## src/sliding_dft_hann_window_defines.svh

```systemverilog
// assertion macros used by the top-level file
`ifndef SLIDING_DFT_HANN_WINDOW_DEFINES_SVH
`define SLIDING_DFT_HANN_WINDOW_DEFINES_SVH

// consequent checked in the same cycle
`define SDW_ASSERT_SAME(lbl, ante, cons, msg) \
  lbl: assert property (@(posedge clk_i) disable iff (!rst_ni) (ante) |-> (cons)) \
    else $error(msg);

// consequent checked in the following cycle
`define SDW_ASSERT_NEXT(lbl, ante, cons, msg) \
  lbl: assert property (@(posedge clk_i) disable iff (!rst_ni) (ante) |=> (cons)) \
    else $error(msg);

`endif

```

## src/sdw_pkg.sv

```systemverilog
package sdw_pkg;

  localparam int unsigned ACC_W = 32;
  localparam int unsigned PR_W  = 57;
  localparam int unsigned RR_W  = 33;
  localparam int unsigned UR_W  = 35;
  localparam int unsigned IDX_W = 6;
  localparam int unsigned CFG_W = 24;

  localparam logic [1:0] CFG_DAMPING       = 2'd0;
  localparam logic [1:0] CFG_DAMPING_POW_N = 2'd1;

  localparam logic [CFG_W-1:0] DAMPING_RST       = 24'hFFFFFF;
  localparam logic [CFG_W-1:0] DAMPING_POW_N_RST = 24'hFFFFC0;

  localparam longint unsigned PI_Q30 = 64'd3373259426;

  typedef struct packed {
    logic clr_we;
    logic hist_re;
    logic hist_we;
    logic load_sample;
    logic old_mul;
    logic old_rnd;
    logic issue;
  } sdw_cmd_t;

  typedef struct packed {
    logic en;
    logic pipe_empty;
  } sdw_stat_t;

  function automatic logic signed [ACC_W-1:0] sat32(input longint x);
    if (x > 64'sd2147483647) return 32'sh7FFFFFFF;
    if (x < -64'sd2147483648) return 32'sh80000000;
    return x[ACC_W-1:0];
  endfunction

  // q28 value rounded half up to q1.(tb-1) and saturated
  function automatic longint to_tw(input longint q, input int unsigned tb);
    longint v;
    longint hi;
    v = (q + (longint'(1) <<< (28 - tb))) >>> (29 - tb);
    hi = (longint'(1) <<< (tb - 1)) - 1;
    if (v > hi) v = hi;
    if (v < -hi - 1) v = -hi - 1;
    return v;
  endfunction

  function automatic longint tw_cos(input longint unsigned th, input int unsigned tb);
    longint unsigned t2;
    longint unsigned term;
    longint cs;
    t2 = (th * th + (64'd1 << 27)) >> 28;
    term = 64'd1 << 28;
    cs = longint'(term);
    for (int n = 1; n <= 20; n++) begin
      if (term != 0) begin
        term = ((term * t2) >> 28) / 64'((2 * n - 1) * (2 * n));
        cs = ((n & 1) == 1) ? cs - longint'(term) : cs + longint'(term);
      end
    end
    return to_tw(cs, tb);
  endfunction

  function automatic longint tw_sin(input longint unsigned th, input bit neg,
                                    input int unsigned tb);
    longint unsigned t2;
    longint unsigned term;
    longint sn;
    t2 = (th * th + (64'd1 << 27)) >> 28;
    term = th;
    sn = longint'(th);
    for (int n = 1; n <= 20; n++) begin
      if (term != 0) begin
        term = ((term * t2) >> 28) / 64'((2 * n) * (2 * n + 1));
        sn = ((n & 1) == 1) ? sn - longint'(term) : sn + longint'(term);
      end
    end
    return to_tw(neg ? -sn : sn, tb);
  endfunction

  // circular frequency-domain hann: (2c - l - r + 2) >> 2, saturated
  function automatic logic signed [ACC_W-1:0] hann(input logic signed [ACC_W-1:0] l,
                                                   input logic signed [ACC_W-1:0] c,
                                                   input logic signed [ACC_W-1:0] r);
    logic signed [ACC_W+2:0] s;
    s = (35'(c) <<< 1) - 35'(l) - 35'(r) + 35'sd2;
    return sat32(64'(s >>> 2));
  endfunction

endpackage

```

## src/sdw_ctrl.sv

```systemverilog
module sdw_ctrl #(
  parameter int unsigned BINS = 64
) (
  input  logic                       clk_i,
  input  logic                       rst_ni,
  input  logic                       in_valid_i,
  output logic                       in_ready_o,
  input  sdw_pkg::sdw_stat_t         stat_i,
  output sdw_pkg::sdw_cmd_t          cmd_o,
  output logic [$clog2(BINS)-1:0]    hist_addr_o,
  output logic [$clog2(BINS)-1:0]    clr_addr_o,
  output logic [$clog2(BINS+2)-1:0]  issue_p_o,
  output logic                       full_o
);

  localparam int unsigned AW = $clog2(BINS);
  localparam int unsigned PW = $clog2(BINS + 2);

  localparam logic [2:0] ST_CLEAR = 3'd0;
  localparam logic [2:0] ST_IDLE  = 3'd1;
  localparam logic [2:0] ST_OLD1  = 3'd2;
  localparam logic [2:0] ST_OLD2  = 3'd3;
  localparam logic [2:0] ST_RUN   = 3'd4;
  localparam logic [2:0] ST_DRAIN = 3'd5;

  logic [2:0]    state_q, state_d;
  logic [AW-1:0] clr_q, clr_d;
  logic [AW-1:0] wpos_q, wpos_d;
  logic [PW-1:0] p_q, p_d;
  logic          full_q, full_d;

  always_comb begin
    state_d    = state_q;
    clr_d      = clr_q;
    wpos_d     = wpos_q;
    p_d        = p_q;
    full_d     = full_q;
    cmd_o      = '0;
    in_ready_o = 1'b0;
    unique case (state_q)
      ST_CLEAR: begin
        cmd_o.clr_we = 1'b1;
        clr_d = clr_q + 1'b1;
        if (clr_q == AW'(BINS - 1)) state_d = ST_IDLE;
      end
      ST_IDLE: begin
        in_ready_o = 1'b1;
        if (in_valid_i) begin
          cmd_o.hist_re     = 1'b1;
          cmd_o.load_sample = 1'b1;
          state_d = ST_OLD1;
        end
      end
      ST_OLD1: begin
        // oldest sample is out of the ram, overwrite it with the new one
        cmd_o.hist_we = 1'b1;
        cmd_o.old_mul = 1'b1;
        if (wpos_q == AW'(BINS - 1)) begin
          wpos_d = '0;
          full_d = 1'b1;
        end else begin
          wpos_d = wpos_q + 1'b1;
        end
        state_d = ST_OLD2;
      end
      ST_OLD2: begin
        cmd_o.old_rnd = 1'b1;
        p_d = '0;
        state_d = ST_RUN;
      end
      ST_RUN: begin
        cmd_o.issue = 1'b1;
        if (stat_i.en) begin
          if (p_q == PW'(BINS + 1)) state_d = ST_DRAIN;
          else p_d = p_q + 1'b1;
        end
      end
      ST_DRAIN: begin
        if (stat_i.pipe_empty) state_d = ST_IDLE;
      end
      default: state_d = ST_CLEAR;
    endcase
  end

  always_ff @(posedge clk_i or negedge rst_ni) begin
    if (!rst_ni) begin
      state_q <= ST_CLEAR;
      clr_q   <= '0;
      wpos_q  <= '0;
      p_q     <= '0;
      full_q  <= 1'b0;
    end else begin
      state_q <= state_d;
      clr_q   <= clr_d;
      wpos_q  <= wpos_d;
      p_q     <= p_d;
      full_q  <= full_d;
    end
  end

  assign hist_addr_o = wpos_q;
  assign clr_addr_o  = clr_q;
  assign issue_p_o   = p_q;
  assign full_o      = full_q;

endmodule

```

## config.mk

```make
export PLATFORM = sky130hd
export DESIGN_NAME = sdw_ctrl
export DESIGN_NICKNAME = d
export VERILOG_FILES = /design/src/sliding_dft_hann_window_defines.svh /design/src/sdw_pkg.sv /design/src/sdw_ctrl.sv
export SDC_FILE = /design/constraint.sdc
export NUM_CORES = 1
export LEC_CHECK = 0
export BUFFER_PORTS_ARGS = -buffer_cell sky130_fd_sc_hd__buf_2
export CORE_UTILIZATION = 55
export DETAILED_ROUTE_END_ITERATION = 10
export PLACE_DENSITY = 0.83
export RECOVER_POWER = 50
export SYNTH_ARGS = -nofsm -noshare
export SYNTH_HDL_FRONTEND = slang
export SYNTH_SLANG_ARGS = --single-unit
```

## constraint.sdc

```tcl
create_clock -name clk_i -period 2.31 [get_ports clk_i]
set_input_delay 0 -clock clk_i [delete_from_list [all_inputs] [get_ports clk_i]]
set_output_delay 0 -clock clk_i [all_outputs]
set_load 0.01 [all_outputs]
```

==> implementation parameters <==
Parameter                              Value

Synth
  Simple-Gate Fraction of Synth Area    21.93%
  Net count of the mapped netlist    126
  Mapped Avg Cell Area    10.53 sq um
  Adder and majority cell fraction of the synthesized area    4.061%
  Multiplexer share of the synthesized area    2.640%
  Post-synth top area cell    sky130_fd_sc_hd__dfrtp_1
  Share of the synthesized area in the top cell type    46.70%
  Fraction of the yosys area taken by sequential cells    46.70%
  Main combinational cell family by area after synthesis    simple AND/OR/NAND/NOR gates
  Ys async rst share    100.0%
  Count of unique library cells instantiated by Yosys    39
  Syn. warnings    0
  Post-synthesis cell area    1232 sq um
  Most used DFF post-synth    sky130_fd_sc_hd__dfrtp_1
  Count of flip-flops with a built-in enable after synthesis    0
  Largest cells by area after synthesis    sky130_fd_sc_hd__dfrtp_1 (47%), sky130_fd_sc_hd__xnor2_1 (6.4%), sky130_fd_sc_hd__ha_1 (4.1%)
  Gate count of the mapped netlist    117
  Flip-flop and latch count after synthesis    23
  Fraction of the mapped netlist area in compound gates    13.40%
  Parity-gate share of the synthesized area counting xor and xnor cells    7.817%

Clock tree
  Reg clk slew, reported paths    130 ps
  Clock latency reported for the late side of the worst-skew pair    320 ps
  Clock tree from TritonCTS    done
  Clock Tree Buf Depth    2
  Number of clock sinks    23
  Resized Gates After CTS    0
  Number of buffers added by the clock tree synthesis step    3
  H-tree lvl count    1
  Setup fix buffers added after clock tree synthesis    0
  Clock tree root buffer cell    sky130_fd_sc_hd__clkbuf_4

Hold path
  End point of the worst hold path    state_q[2]
  Worst min-delay path category    input port to flip-flop
  Hold Crit Start    stat_i[0]
  Worst hold path depth    3

Cells and area
  Number of fill cells in the layout    175
  Post-synthesis to final-layout area growth    15.84%
  Multi-input gate area in the final layout    614.3 sq um
  Nets    161
  Fraction of layout cells with a size suffix above 1    21.85%
  Sequential cell area    575.6 sq um
  Ant diodes    0

Critical path
  Number of cells on the worst reg-to-reg path    4
  CP Data Required Time    2570 ps
  Type of element capturing the critical path    flip-flop
  Sequence of cells on the critical path    nor4_2 > nand3_2 > a21oi_2 > a22o_1
  Slowest Stage Delay on Critical Path    480 ps
  Critical path startpoint    issue_p_o[3]
  Worst reg2reg startpoint    issue_p_o[3]
  Slowest cell on the critical path    sky130_fd_sc_hd__dfrtp_1
  Setup crit start kind    flip-flop
  Crit path DAT    1880 ps
  Startpoint-to-endpoint class of the critical path    flip-flop to flip-flop
  Endpoint of the worst register-to-register path    issue_p_o[4]
  Maximum fanout along the worst path    7
  Setup slack on the worst flop-to-flop path    690 ps

Floorplanning
  Chip Height    49.34 um
  Die Footprint    2434 sq um
  Standard-cell row count    16
  Placeable core region    2042 sq um
  Count of boundary I/O pins    33
  Horizontal die dimension    49.34 um
  Effective utilization at floorplan    60.36%

Timing
  Final Hold Slack    70.32 ps
  Final hold vios    0
  Highest attainable clock frequency    616.7 MHz
  Setup-failing EPs final    0
  Final critical delay including setup and external delays    1621 ps
  Setup tns final    0 ps
  Final period utilization    70.19%
  Least-Margin Pin Slew    1249 ps
  Setup repair after global routing missed its margin    no
  Clock tree skew after final layout    3.669 ps
  Max_slew headroom    16.76%
  Number of slew-limit violations in the final report    0

Global routing
  Global-route wire length before repair    3.864 mm
  Global-route total usage across every layer    21.25%
  Antenna violations before repair    0
  Overall overflow remaining after global route    0
  Pin count of the biggest net entering global routing    24
  Via count of the first global-routing pass    861

Routing
  Routed length per instance    13.43 um
  Drt drc    0
  Detailed-routing iteration count for the pre-antenna-repair pass    4
  Vias per Instance    5.528
  Wire length after detailed routing    2.391 mm
  DRT iter0 DRCs    12
  Antenna viol nets, final    0
  Via count    984

Place
  Placer's final routability congestion estimate    0.7726
  Final HPWL DP    1.677 mm
  Port-buffer cells    32

Pwr
  Clock power frac    11.8%
  Combinational fraction of design power    43.7%
  Sequential Power Share    44.5%
  Internal power of the cells    931.7 uW
  Leak Pwr    0.0006873 uW
  Total net switching power    707.9 uW
  Worst vdd ir    0.0008910 V
  Fraction of power spent switching nets    43.18%
  Ratio of total power to cell area    1148 nW/um^2

Outcome
  Run status    completed

Run
  Total of max-cap violations    0
power by group through the flow:
stage	Combinational, uW	Sequential (uW)	Clock, uW
floorplan	519	721	0
global placement	716	723	0
detailed placement	740	733	0
CTS	745	725	198
global route	789	758	211
finish	716	730	193
metrics by stage:
stage	power, uW	cells	setup slack [ps]	utilization [%]	instance area (sq um)
2_1_floorplan	1239	117	784.3	-	1232
3_3_place_gp	1439	172	778.4	68.50	1399
3_5_place_dp	1473	172	733.0	68.50	1399
4_1_cts	1668	178	705.7	70.83	1446
5_1_grt	1758	178	623.1	69.91	1428
6_report	1640	178	688.6	69.91	1428
logic make-up after synthesis:
group / count (synthesis)
adders and majority gates: 4
xor gates and xnor gates: 11
and+or+nand+nor: 46
buffers and inverters: 8
AOI/OAI and AO/OA: 22
DFF: 23
muxes: 3
layout make-up:
cell class / instances / area share [%]
clock buffer: 3 / 1.578
tap: 27 / 2.366
multi-input combinational: 86 / 43.03
inverter: 4 / 1.052
clock inverter: 1 / 0.3506
sequential: 23 / 40.32
timing repair buffer: 34 / 11.31
worst max-delay path, delay by kind of cell (launching register included):
family | cells | cell delay, ps
compound gates | 2 | 580
simple gates | 2 | 510
flops | 1 | 480
flip-flops by register name (all words and copies together) (netlist names):
| signal | count |
|---|---|
| state_q | 3 |
| hist_addr_o | 6 |
| full_o | 1 |
| issue_p_o | 7 |
| clr_addr_o | 6 |
metal layers:
metal	GRT usage [%]	vias to the layer above	part of all wire [%]
li1	-	482	-
met1	26.81	472	47
met2	34.93	26	47
met3	3.738	4	4.1
met4	10.29	0	2.1
met5	0	-	0
synthesized netlist by cell type, types with 4 or more instances:
cell                       n
sky130_fd_sc_hd__dfrtp_1  23
sky130_fd_sc_hd__ha_1      4
sky130_fd_sc_hd__nand2_1  11
sky130_fd_sc_hd__xnor2_1   9
sky130_fd_sc_hd__nor2_1    8
sky130_fd_sc_hd__nand4_1   5
sky130_fd_sc_hd__a21oi_1   5
sky130_fd_sc_hd__nor2b_1   4
worst max-delay path by stage:
stage,end,slack [ps],depth (start not counted)
2_1_floorplan,issue_p_o[1],780,4
3_3_place_gp,issue_p_o[1],780,4
3_5_place_dp,issue_p_o[1],730,4
4_1_cts,issue_p_o[1],710,4
5_1_grt,issue_p_o[4],620,4
6_report,issue_p_o[4],690,4
cell usage in the layout (no fill, tap or decap), types with 2 or more instances in the layout:
master and instances:
sky130_fd_sc_hd__xnor2_1 9, sky130_fd_sc_hd__nor2_1 8, sky130_fd_sc_hd__dfrtp_1 23, sky130_fd_sc_hd__nand2_1 11, sky130_fd_sc_hd__inv_1 3, sky130_fd_sc_hd__buf_2 17
sky130_fd_sc_hd__clkbuf_1 15, sky130_fd_sc_hd__nand3_1 2, sky130_fd_sc_hd__a21oi_1 5, sky130_fd_sc_hd__a22o_1 3, sky130_fd_sc_hd__mux2_2 2, sky130_fd_sc_hd__o2bb2ai_1 2
sky130_fd_sc_hd__and3_1 3, sky130_fd_sc_hd__ha_1 4, sky130_fd_sc_hd__dlygate4sd3_1 2, sky130_fd_sc_hd__nand4_1 5, sky130_fd_sc_hd__xor2_1 2, sky130_fd_sc_hd__clkbuf_4 3
sky130_fd_sc_hd__nor3_1 3, sky130_fd_sc_hd__nor2b_1 4, sky130_fd_sc_hd__a211o_1 2, sky130_fd_sc_hd__nand2b_1 2, sky130_fd_sc_hd__o21ai_0 2
what timing repair did:
action                                  CTS  global route
endpoints found under the setup margin    0             0
hold buffers                              2             0
endpoints found under the hold margin    24             0
(Power assumes the default switching activity.)
